## config.mk

```make
export PLATFORM = sky130hd
export DESIGN_NAME = ball_direction_frame_decoder
export DESIGN_NICKNAME = d
export VERILOG_FILES = /design/src/hw/rtl/bdfd_pkg.sv /design/src/hw/rtl/ball_direction_frame_decoder.sv /design/src/hw/rtl/bdfd_frame_store.sv /design/src/hw/rtl/bdfd_vector_pipe.sv
export VERILOG_INCLUDE_DIRS = /design/src /design/src/hw/rtl
export SDC_FILE = /design/constraint.sdc
export NUM_CORES = 1
export LEC_CHECK = 0
export ABC_AREA = 0
export BUFFER_PORTS_ARGS = -buffer_cell sky130_fd_sc_hd__buf_2
export CAP_MARGIN = 20
export CORE_AREA = 10 10 142 209
export DETAILED_ROUTE_END_ITERATION = 12
export DIE_AREA = 0 0 152 219
export PLACE_DENSITY = 0.81
export SYNTH_ARGS = -nofsm -noshare
export SYNTH_HDL_FRONTEND = slang
export SYNTH_SLANG_ARGS = --single-unit
```

## constraint.sdc

```tcl
create_clock -name clk_i -period 9.4 [get_ports clk_i]
set_input_delay 0.94 -clock clk_i [delete_from_list [all_inputs] [get_ports clk_i]]
set_output_delay 0.94 -clock clk_i [all_outputs]
set_load 0.02 [all_outputs]
```

## src/hw/rtl/ball_direction_frame_decoder_assert.svh

```systemverilog
// Assertion macros for the ball direction frame decoder.
`ifndef BALL_DIRECTION_FRAME_DECODER_ASSERT_SVH
`define BALL_DIRECTION_FRAME_DECODER_ASSERT_SVH

// Check that cons holds in the same cycle as ante.
`define BDFD_ASSERT_IMP(lbl, ante, cons) \
  lbl: assert property (@(posedge clk_i) disable iff (!rst_ni) (ante) |-> (cons)) \
    else $error("bdfd assertion failed");

// Check that cons holds in the cycle after ante.
`define BDFD_ASSERT_NEXT(lbl, ante, cons) \
  lbl: assert property (@(posedge clk_i) disable iff (!rst_ni) (ante) |=> (cons)) \
    else $error("bdfd assertion failed");

`endif

```

## src/hw/rtl/bdfd_pkg.sv

```systemverilog
// Types, constants and vector table for the ball direction frame decoder.
package bdfd_pkg;

  typedef enum logic [1:0] {
    StatusBall     = 2'd0,
    StatusNoBall   = 2'd1,
    StatusBadFrame = 2'd2
  } status_e;

  typedef struct packed {
    logic        end_ok;
    logic [15:0] angle;
    logic [15:0] distance;
  } frame_t;

  localparam logic [7:0]  StartByte = 8'hCC;
  localparam logic [7:0]  EndByte   = 8'hEE;
  localparam logic [15:0] NoBall    = 16'hFFFF;

  // floor(a / 360) == (a * AngRecip) >> AngRecipShift for any 16-bit a
  localparam logic [31:0] AngRecip      = 32'd46604;
  localparam int unsigned AngRecipShift = 24;

  localparam logic [8:0] Deg90  = 9'd90;
  localparam logic [8:0] Deg180 = 9'd180;
  localparam logic [8:0] Deg270 = 9'd270;
  localparam logic [8:0] Deg360 = 9'd360;

  localparam int unsigned CosStepCount = 10;
  localparam logic [6:0] CosSteps [CosStepCount] = '{
    7'd18, 7'd31, 7'd41, 7'd49, 7'd56, 7'd63, 7'd69, 7'd75, 7'd81, 7'd87
  };

  function automatic logic signed [4:0] quarter_cos10(logic [6:0] d);
    logic signed [4:0] v;
    v = 5'sd10;
    for (int i = 0; i < CosStepCount; i++) begin
      if (d > CosSteps[i]) begin
        v = v - 5'sd1;
      end
    end
    return v;
  endfunction

  function automatic logic signed [4:0] cos10(logic [8:0] a);
    logic [8:0]        d;
    logic              neg;
    logic signed [4:0] v;
    if (a <= Deg90) begin
      d   = a;
      neg = 1'b0;
    end else if (a <= Deg180) begin
      d   = Deg180 - a;
      neg = 1'b1;
    end else if (a <= Deg270) begin
      d   = a - Deg180;
      neg = 1'b1;
    end else begin
      d   = Deg360 - a;
      neg = 1'b0;
    end
    v = quarter_cos10(d[6:0]);
    return neg ? -v : v;
  endfunction

endpackage

```

## src/hw/rtl/ball_direction_frame_decoder.sv

```systemverilog
// Top level of the ball direction frame decoder.
// Takes one received byte per cycle while in_stall_o is low, with no gaps
// between frames. A frame is CC, angle (2 bytes, little endian), distance
// (2 bytes, little endian), EE; each completed frame gives one result
// through a three-stage pipeline (angle divide by reciprocal multiply, mod 360
// remainder, cosine table lookup). The angle and distance words sit in a
// two-entry memory with registered reads. Output stall backs up through the
// pipeline and holds the input only when all three stages are full.
module ball_direction_frame_decoder (
  input  logic              clk_i,
  input  logic              rst_ni,
  input  logic              in_valid_i,
  output logic              in_stall_o,
  input  logic [7:0]        rx_byte_i,
  output logic              out_valid_o,
  input  logic              out_stall_i,
  output logic [1:0]        status_o,
  output logic [15:0]       angle_o,
  output logic [15:0]       distance_o,
  output logic signed [4:0] velocity_x_o,
  output logic signed [4:0] velocity_y_o
);

`include "ball_direction_frame_decoder_assert.svh"

  logic              beat;
  logic              pipe_ready;
  logic              frame_valid;
  bdfd_pkg::frame_t  frame;
  bdfd_pkg::status_e status;

  assign in_stall_o = !pipe_ready;
  assign beat       = in_valid_i && pipe_ready;

  bdfd_frame_store u_store (
    .clk_i         (clk_i),
    .rst_ni        (rst_ni),
    .beat_i        (beat),
    .rx_byte_i     (rx_byte_i),
    .frame_valid_o (frame_valid),
    .frame_o       (frame)
  );

  bdfd_vector_pipe u_pipe (
    .clk_i         (clk_i),
    .rst_ni        (rst_ni),
    .frame_valid_i (frame_valid),
    .frame_i       (frame),
    .ready_o       (pipe_ready),
    .out_valid_o   (out_valid_o),
    .out_stall_i   (out_stall_i),
    .status_o      (status),
    .angle_o       (angle_o),
    .distance_o    (distance_o),
    .velocity_x_o  (velocity_x_o),
    .velocity_y_o  (velocity_y_o)
  );

  assign status_o = status;

  `BDFD_ASSERT_NEXT(a_frame_then_hunt, frame_valid, !frame_valid)
  `BDFD_ASSERT_IMP(a_bad_frame_zero,
      out_valid_o && status == bdfd_pkg::StatusBadFrame,
      angle_o == '0 && distance_o == '0)
  `BDFD_ASSERT_IMP(a_stop_zero_vector,
      out_valid_o && status != bdfd_pkg::StatusBall,
      velocity_x_o == '0 && velocity_y_o == '0)
  `BDFD_ASSERT_IMP(a_ball_no_sentinel,
      out_valid_o && status == bdfd_pkg::StatusBall,
      angle_o != bdfd_pkg::NoBall && distance_o != bdfd_pkg::NoBall)

endmodule

```

## src/hw/rtl/bdfd_frame_store.sv

```systemverilog
// Frame hunter with the field word memory.
module bdfd_frame_store (
  input  logic             clk_i,
  input  logic             rst_ni,
  input  logic             beat_i,
  input  logic [7:0]       rx_byte_i,
  output logic             frame_valid_o,
  output bdfd_pkg::frame_t frame_o
);

  typedef enum logic [2:0] {
    PosHunt   = 3'd0,
    PosAngLo  = 3'd1,
    PosAngHi  = 3'd2,
    PosDistLo = 3'd3,
    PosDistHi = 3'd4,
    PosEnd    = 3'd5
  } pos_e;

  localparam logic AddrAngle = 1'b0;
  localparam logic AddrDist  = 1'b1;

  pos_e        pos_q, pos_d;
  logic [7:0]  lo_q, lo_d;
  logic [15:0] mem_q [2];
  logic        wr_en;
  logic        wr_addr;
  logic [15:0] wr_data;
  logic        rd_en;
  logic [15:0] rd_ang_q;
  logic [15:0] rd_dist_q;

  always_comb begin
    pos_d   = pos_q;
    lo_d    = lo_q;
    wr_en   = 1'b0;
    wr_addr = AddrAngle;
    wr_data = {rx_byte_i, lo_q};
    rd_en   = 1'b0;
    if (beat_i) begin
      unique case (pos_q)
        PosHunt: begin
          if (rx_byte_i == bdfd_pkg::StartByte) begin
            pos_d = PosAngLo;
          end
        end
        PosAngLo: begin
          lo_d  = rx_byte_i;
          pos_d = PosAngHi;
        end
        PosAngHi: begin
          wr_en   = 1'b1;
          wr_addr = AddrAngle;
          pos_d   = PosDistLo;
        end
        PosDistLo: begin
          lo_d  = rx_byte_i;
          pos_d = PosDistHi;
        end
        PosDistHi: begin
          wr_en   = 1'b1;
          wr_addr = AddrDist;
          rd_en   = 1'b1;
          pos_d   = PosEnd;
        end
        PosEnd: begin
          pos_d = PosHunt;
        end
        default: begin
          pos_d = PosHunt;
        end
      endcase
    end
  end

  always_ff @(posedge clk_i or negedge rst_ni) begin
    if (!rst_ni) begin
      pos_q <= PosHunt;
      lo_q  <= '0;
    end else begin
      pos_q <= pos_d;
      lo_q  <= lo_d;
    end
  end

  // forward the distance word written in the same cycle as the read
  always_ff @(posedge clk_i) begin
    if (wr_en) begin
      mem_q[wr_addr] <= wr_data;
    end
    if (rd_en) begin
      rd_ang_q  <= mem_q[AddrAngle];
      rd_dist_q <= (wr_en && wr_addr == AddrDist) ? wr_data : mem_q[AddrDist];
    end
  end

  assign frame_valid_o    = beat_i && (pos_q == PosEnd);
  assign frame_o.end_ok   = (rx_byte_i == bdfd_pkg::EndByte);
  assign frame_o.angle    = rd_ang_q;
  assign frame_o.distance = rd_dist_q;

endmodule

```

## src/hw/rtl/bdfd_vector_pipe.sv

```systemverilog
// Status, angle reduction and drive vector pipeline.
module bdfd_vector_pipe (
  input  logic                 clk_i,
  input  logic                 rst_ni,
  input  logic                 frame_valid_i,
  input  bdfd_pkg::frame_t     frame_i,
  output logic                 ready_o,
  output logic                 out_valid_o,
  input  logic                 out_stall_i,
  output bdfd_pkg::status_e    status_o,
  output logic [15:0]          angle_o,
  output logic [15:0]          distance_o,
  output logic signed [4:0]    velocity_x_o,
  output logic signed [4:0]    velocity_y_o
);

  logic              v1_q, v2_q, v3_q;
  logic              rdy1, rdy2, rdy3;
  bdfd_pkg::status_e st1_q, st2_q, st3_q, st1_d;
  logic [15:0]       ang1_q, ang2_q, ang3_q, ang1_d;
  logic [15:0]       dist1_q, dist2_q, dist3_q, dist1_d;
  logic [7:0]        q1_q;
  logic [31:0]       prod;
  logic [16:0]       qx;
  logic [15:0]       diff;
  logic [8:0]        r2_q;
  logic [8:0]        r_sin;
  logic signed [4:0] vx3_q, vy3_q;

  assign rdy3    = !v3_q || !out_stall_i;
  assign rdy2    = !v2_q || rdy3;
  assign rdy1    = !v1_q || rdy2;
  assign ready_o = rdy1;

  always_comb begin
    if (!frame_i.end_ok) begin
      st1_d   = bdfd_pkg::StatusBadFrame;
      ang1_d  = '0;
      dist1_d = '0;
    end else begin
      ang1_d  = frame_i.angle;
      dist1_d = frame_i.distance;
      if (frame_i.angle == bdfd_pkg::NoBall || frame_i.distance == bdfd_pkg::NoBall) begin
        st1_d = bdfd_pkg::StatusNoBall;
      end else begin
        st1_d = bdfd_pkg::StatusBall;
      end
    end
  end

  assign prod  = 32'(ang1_d) * bdfd_pkg::AngRecip;
  assign qx    = 17'(q1_q) * 17'(bdfd_pkg::Deg360);
  assign diff  = ang1_q - qx[15:0];
  assign r_sin = (r2_q >= bdfd_pkg::Deg90) ? (r2_q - bdfd_pkg::Deg90)
                                           : (r2_q + bdfd_pkg::Deg270);

  always_ff @(posedge clk_i or negedge rst_ni) begin
    if (!rst_ni) begin
      v1_q <= 1'b0;
      v2_q <= 1'b0;
      v3_q <= 1'b0;
    end else begin
      if (rdy1) begin
        v1_q <= frame_valid_i;
      end
      if (rdy2) begin
        v2_q <= v1_q;
      end
      if (rdy3) begin
        v3_q <= v2_q;
      end
    end
  end

  always_ff @(posedge clk_i) begin
    if (rdy1 && frame_valid_i) begin
      st1_q   <= st1_d;
      ang1_q  <= ang1_d;
      dist1_q <= dist1_d;
      q1_q    <= prod[bdfd_pkg::AngRecipShift +: 8];
    end
    if (rdy2 && v1_q) begin
      st2_q   <= st1_q;
      ang2_q  <= ang1_q;
      dist2_q <= dist1_q;
      r2_q    <= diff[8:0];
    end
    if (rdy3 && v2_q) begin
      st3_q   <= st2_q;
      ang3_q  <= ang2_q;
      dist3_q <= dist2_q;
      if (st2_q == bdfd_pkg::StatusBall) begin
        vx3_q <= bdfd_pkg::cos10(r2_q);
        vy3_q <= bdfd_pkg::cos10(r_sin);
      end else begin
        vx3_q <= '0;
        vy3_q <= '0;
      end
    end
  end

  assign out_valid_o  = v3_q;
  assign status_o     = st3_q;
  assign angle_o      = ang3_q;
  assign distance_o   = dist3_q;
  assign velocity_x_o = vx3_q;
  assign velocity_y_o = vy3_q;

endmodule

```

# Word-level counts from Yosys, hierarchy flattened
# Memory sizes are Yosys's and may differ from the RTL's. A register that Yosys moved wholly into a read port is not among the register bits.
# Index checks and enable logic that the tools add are counted.
# word_totals
register_bits	143
ram_bits	32
wordCells	200
n_memories	1
# memory_table
name	depth	word_bits	rd	rd_ports_with_merged_regs	write_ports	line_no	source
u_store.mem_q	2	16	2	2	1	bdfd_frame_store.sv:25	logic [15:0] mem_q [2];
# classes
order_cmp	27
add_sub_neg	29
multipliers	2
n_eq_ne	10
reduce_logical	20
muxes	93
# ops
cell	count
$mux W5	60
$sub A5 B2 Y5 const B	18
$mux W7	10
$gt A7 B6 Y1 const B	8
$gt A7 B7 Y1 const B	8
$eq A16 B16 Y1 const B	2
$mul A16 B14 Y30 const B	1
$gt A7 B5 Y1 const B	4
$le A9 B7 Y1 const B	2
$le A9 B8 Y1 const B	2
$le A9 B9 Y1 const B	2
$mux W1	17
$eq A8 B8 Y1 const B	2
$mux W16	1
$pmux W3 S5	1
$sub A6 B7 Y7 const A	2
$sub A7 B6 Y7 const B	2
$sub A7 B7 Y7 const A	2
$neg A5 Y5	2
$add A9 B9 Y9 const B	1
$ge A9 B7 Y1 const B	1
$mux W9	1
$sub A9 B7 Y9 const B	1
$sub A9 B9 Y9	1
other kinds (14)	30

# Logic depth before layout (Yosys ltp)
# logic_depth
ltp_word	50
ltp_mapped	39
ltp_nobuf	38

# Modules after synthesis
# Synthesis repeated with hierarchy kept, for this count alone.
# unflattened
cells_unflattened	1226
area_unflattened_um2	14146.1
# modules_own_cells
module	area_each_um2	cells_each	n_inst
bdfd_vector_pipe	11537.3	1083	1
bdfd_frame_store	2598.7	141	1
ball_direction_frame_decoder	10.0	2	1

# Worst setup path before layout
# Ideal clock, no wire load.
# synth_timing
kind	register to register
start	register u_pipe.r2_q[1]
end	register u_pipe.vy3_q[4], in the netlist u_pipe.velocity_y_o[4], data pin
t_arrival_ns	8.089
path_stages_with_launch	39
path_slack_ns	1.043
n_path_buf	2
required_ns	9.131
path_cell_list	edfxtp_1 > inv_1 > ha_1 > nor2b_1 > or2_0 > or3_1 > and2_1 > buf_4 > ha_1 > a21oi_1 > a31oi_2 > a21oi_1 > o31ai_1 > o32ai_1 > nand2_1 > inv_1 > nand2_1 > ha_1 > [3 not listed] > mux2_2 > ha_1 > or3_1 > o31ai_1 > xnor2_1 > ha_1 > a221oi_1 > o31ai_1 > ha_1 > mux2i_1 > inv_1 > ha_1 > o21ai_0 > a311o_1 > o211ai_1 > a21oi_1 > nand3_1 > nor3b_2
# synth_via
elab_chain_cells	50
word_cells_on_any_way	71
cone_classes	15 x add/sub; 14 x order compare; 42 x mux
# synth_rtl
item	line_no	source
start, declared	bdfd_vector_pipe.sv:26	logic [8:0] r2_q;
start signal, assigned	bdfd_vector_pipe.sv:86	r2_q <= diff[8:0];
$add A9 B9 Y9, or another cell as far along	bdfd_vector_pipe.sv:55	: (r2_q + bdfd_pkg::Deg270);
$mux W9 (*)	bdfd_vector_pipe.sv:54	assign r_sin = (r2_q >= bdfd_pkg::Deg90) ? (r2_q - bdfd_pkg::Deg90)
$le A9 B9 Y1, or another cell as far along	bdfd_pkg.sv:55	end else if (a <= Deg270) begin
$mux W7	bdfd_pkg.sv:55	
$mux W7	bdfd_pkg.sv:52	end else if (a <= Deg180) begin
$mux W7	bdfd_pkg.sv:49	if (a <= Deg90) begin
$mux W7	bdfd_vector_pipe.sv:92	if (st2_q == bdfd_pkg::StatusBall) begin
$mux W7	bdfd_vector_pipe.sv:88	if (rdy3 && v2_q) begin
[34 not listed]	-	
$mux W5	bdfd_vector_pipe.sv:92	
$mux W5	bdfd_vector_pipe.sv:88	
$sub A5 B2 Y5	bdfd_pkg.sv:39	v = v - 5'sd1;
$mux W5	bdfd_pkg.sv:38	if (d > CosSteps[i]) begin
$mux W5	bdfd_vector_pipe.sv:92	
$mux W5	bdfd_vector_pipe.sv:88	
$neg A5 Y5	bdfd_pkg.sv:63	return neg ? -v : v;
$mux W5 (*)	bdfd_pkg.sv:63	
end signal, assigned	bdfd_vector_pipe.sv:94	vy3_q <= bdfd_pkg::cos10(r_sin);
end, declared	bdfd_vector_pipe.sv:28	logic signed [4:0] vx3_q, vy3_q;
# Every way passes the cells marked *; elsewhere a longest branch is shown, timed or not. The select of a mux whose other input is x is not followed.
# A chain may end at the register's enable or synchronous reset.

# Worst setup path in the final report
# layout_timing
start	register u_pipe.r2_q[2]
end	register u_pipe.vy3_q[4], in the netlist u_pipe.velocity_y_o[4], data pin
# Same word-level chain as after synthesis.

==> results by group <==
Status
  – Status: complete, no violations

Floorplanning
  – Die width: 152 µm
  – Initial core utilization: 0.543
  – Die Y: 219 µm
  – Die ar.: 33,300 µm²
  – I/O pin total: 58
  – CORE AREA: 25,800 µm²
  – Num rows: 72

Worst setup path
  – CP Capture Type: flip-flop
  – Slowest stage delay, CP: 0.58 ns
  – WP buf/inv: 2
  – Arr. time, crit path: 9.10 ns
  – Crit path kind: flip-flop to flip-flop
  – Startpoint types: flip-flop
  – Most common cell on crit path: ha_1
  – Crit-path slowest cell: edfxtp_1
  – Worst-path maximum fanout: 13
  – Kind of cell with the highest combined delay on the critical path: compound AO/OA/AOI/OAI gates
  – CP required: 9.66 ns

GRT
  – Vias in the first global route: 10,110
  – Global-route wire length before repair: 49.2 mm
  – Antenna violations before repair: 0
  – Total track usage: 0.176
  – Largest net degree at the start of global routing: 45
  – GRT overflow: 0

Place
  – Post-DP Area: 14,600 µm²
  – HPWL after DPL: 23.8 mm
  – Gpl congestion: 0.945
  – Number of port buffers: 57

Logic synthesis
  – Synth Register Bits: 202
  – Post-synthesis cell area: 14,000 µm²
  – Number of enable flip-flop cells after synthesis: 156
  – Primary FF master, synth: edfxtp_1
  – Async SR Flop Fraction: 0.0693
  – Post-synth cell types: 104
  – Syn Inst Count: 1,279
  – Seq/Total Area, Yosys: 0.406
  – Synthesized net count: 1,496
  – Syn avg cell area: 10.9 µm²
  – Yosys warning total: 0

Routing
  – WL/cell: 17.7 µm
  – DRT Wirelength: 29.8 mm
  – TritonRoute pass-1 iters: 5
  – Vias: 9,694
  – Drt initial violations: 637
  – Vias/cell: 5.77
  – Antenna-violating nets left: 0
  – DRC viols: 0

Cells and area
  – Final Cell Area: 15,300 µm²
  – Antenna Cells: 0
  – Final #Nets: 1,551
  – Layout cell share with drive strength beyond 1: 0.133
  – Commonest non-fill, non-tap cell in the layout: edfxtp_1
  – Util after Layout: 0.592
  – Syn-to-layout area delta: 9.07%
  – Fillers: 2,094
  – Commonest cells after routing, fill and taps aside: edfxtp_1 (156), ha_1 (150), inv_1 (149)

Timing
  – Final hold vios: 0
  – Final Critical Period: 8.85 ns
  – Tcrit/Tclk final: 0.941
  – Clock skew: 0.0197 ns
  – Setup violation total in the final timing report: 0
  – Maximum clock rate: 113 MHz
  – TNS Setup: 0 ns
  – Worst-Margin Slew: 0.913 ns
  – RSZ-0062 raised after global routing: no
  – Slew Limit Fails: 0
  – Final hold slack: 0.331 ns
  – Slew HR: 0.391

Power and ir drop
  – Tot Pwr: 3240 µW
  – Comb pwr share: 0.383
  – Static leakage: 0.00685 µW
  – Switch share: 0.339
  – Flop pwr share: 0.368
  – P_sw: 1100 µW
  – Clock Power Share: 0.249
  – Int Pwr: 2140 µW
  – Power density cells: 212 nW/µm²
  – Max IR drop VDD: 0.000222 V

Clock network
  – Clock sink total: 202
  – CTS tree: done
  – Clk buf depth: 3
  – Root Buffer: clkbuf_16
  – Worst-path clk slew: 0.07 ns
  – CTS Buf Count: 19
  – # hold bufs at CTS: 0
  – Clk Latency, worst-skew pair: 0.51 ns
  – H-Tree Depth: 1

Min path
  – Type of the worst min-delay path: input port to async pin

Run
  – Max-cap violation count: 0
==> path summary, 6_finish.rpt <==
check                                  startpoint                      to  cells after the start  slack (ns)
worst max-delay path               u_pipe.r2_q[2]  u_pipe.velocity_y_o[4]                     33        0.55
worst min-delay path                       rst_ni         u_store.lo_q[1]                      1        0.33
worst max register to register     u_pipe.r2_q[2]  u_pipe.velocity_y_o[4]                     33        0.55
worst min register to register  u_pipe.ang1_q[13]       u_pipe.ang2_q[13]                      0        0.41
max in group asynchronous                  rst_ni         u_store.lo_q[4]                      1        8.80
min in group clk_i              u_pipe.ang1_q[13]       u_pipe.ang2_q[13]                      0        0.41
==> sequential cells by signal, summed over array words and instances (netlist names), 2 cells and up <==
name	count
u_pipe.dist1_q	16
u_pipe.q1_q	6
u_pipe.ang1_q	16
u_store.mem_q	32
u_store.lo_q	8
u_pipe.st2_q	2
u_pipe.dist2_q	16
u_pipe.velocity_x_o	5
u_store.pos_q	3
u_store.rd_ang_q	16
u_pipe.distance_o	16
u_pipe.status_o	2
u_pipe.r2_q	9
u_pipe.st1_q	2
u_store.rd_dist_q	16
u_pipe.angle_o	16
u_pipe.velocity_y_o	5
u_pipe.ang2_q	13
==> power by group through the flow <==
stage                     Sequential [µW]  Combinational [µW]  Clock (µW)
after floorplan                      1190                 989           0
after global placement               1210                1170           0
after detailed placement             1210                1220           0
after CTS                            1190                1230         817
after global routing                 1210                1380         853
final                                1190                1240         807
==> layout make-up <==
cell class	instances	area (µm²)	share of cell area
well taps	333	417	0.0273
clock buffers	20	500	0.0328
repair buffers	65	345	0.0226
multi-input cells	894	7590	0.498
flip-flops and latches	202	5680	0.372
inverters	152	571	0.0374
clock inverters	13	159	0.0104
==> cells by family after synthesis <==
family | count (synthesis) | synth area share
flops | 202 | 0.406
fa+ha+maj | 206 | 0.214
buf+inv | 183 | 0.0531
compound gates | 234 | 0.127
xor+xnor | 67 | 0.0452
simple gates | 345 | 0.123
mux | 42 | 0.0330
==> per-layer routing <==
metal / vias to the layer above / track usage / share of wire
li1: 4635 / - / -
met1: 4744 / 0.176 / 0.36
met2: 228 / 0.349 / 0.57
met3: 87 / 0.0219 / 0.033
met5: - / 0 / 0
met4: 0 / 0.0878 / 0.044
==> metrics by stage <==
| stage | cells | worst slack [ns] |
|---|---|---|
| 2_1_floorplan | 1279 | 1.04 |
| 3_3_place_gp | 1644 | 0.883 |
| 3_5_place_dp | 1644 | 0.595 |
| 4_1_cts | 1677 | 0.559 |
| 5_1_grt | 1679 | 0.00568 |
| 6_report | 1679 | 0.553 |
==> synth_stat cells, types with 6 or more instances <==
master | instances | share of area
nand2_1 | 119 | 0.032
dfrtp_1 | 14 | 0.025
nor2_1 | 75 | 0.020
buf_2 | 9 | 0.0032
o211ai_1 | 7 | 0.0038
fa_1 | 55 | 0.079
mux2i_1 | 12 | 0.0086
a211oi_1 | 14 | 0.0075
and3_1 | 7 | 0.0031
nand4_1 | 20 | 0.0089
a21oi_1 | 46 | 0.016
a211o_1 | 6 | 0.0038
o21ai_0 | 35 | 0.013
a21o_1 | 17 | 0.0091
inv_1 | 149 | 0.040
mux2_2 | 29 | 0.023
nand2b_1 | 8 | 0.0036
nand3_1 | 21 | 0.0075
o21a_1 | 8 | 0.0043
ha_1 | 150 | 0.13
o21ai_1 | 8 | 0.0029
and2_1 | 33 | 0.015
clkbuf_1 | 14 | 0.0038
dfxtp_1 | 32 | 0.046
a31oi_1 | 8 | 0.0036
nor3_1 | 11 | 0.0039
xnor2_1 | 53 | 0.033
o31ai_1 | 7 | 0.0038
nor2b_1 | 11 | 0.0049
edfxtp_1 | 156 | 0.33
xor2_1 | 11 | 0.0069
==> worst register-to-register path: cells and delay by family (launching register included) <==
family / cells / cell delay [ns]
compound gates: 12 / 2.44
xor+xnor: 1 / 0.17
fa+ha+maj: 7 / 2.02
buf+inv: 2 / 0.31
flops: 1 / 0.58
mux: 3 / 0.78
simple gates: 8 / 2.31
==> what timing repair did <==
action | CTS | global route
buffers inserted | 0 | 2
gates resized for setup | 0 | 2
setup endpoints to repair | 0 | 2
No activity file was read; power rests on OpenSTA's default activity.
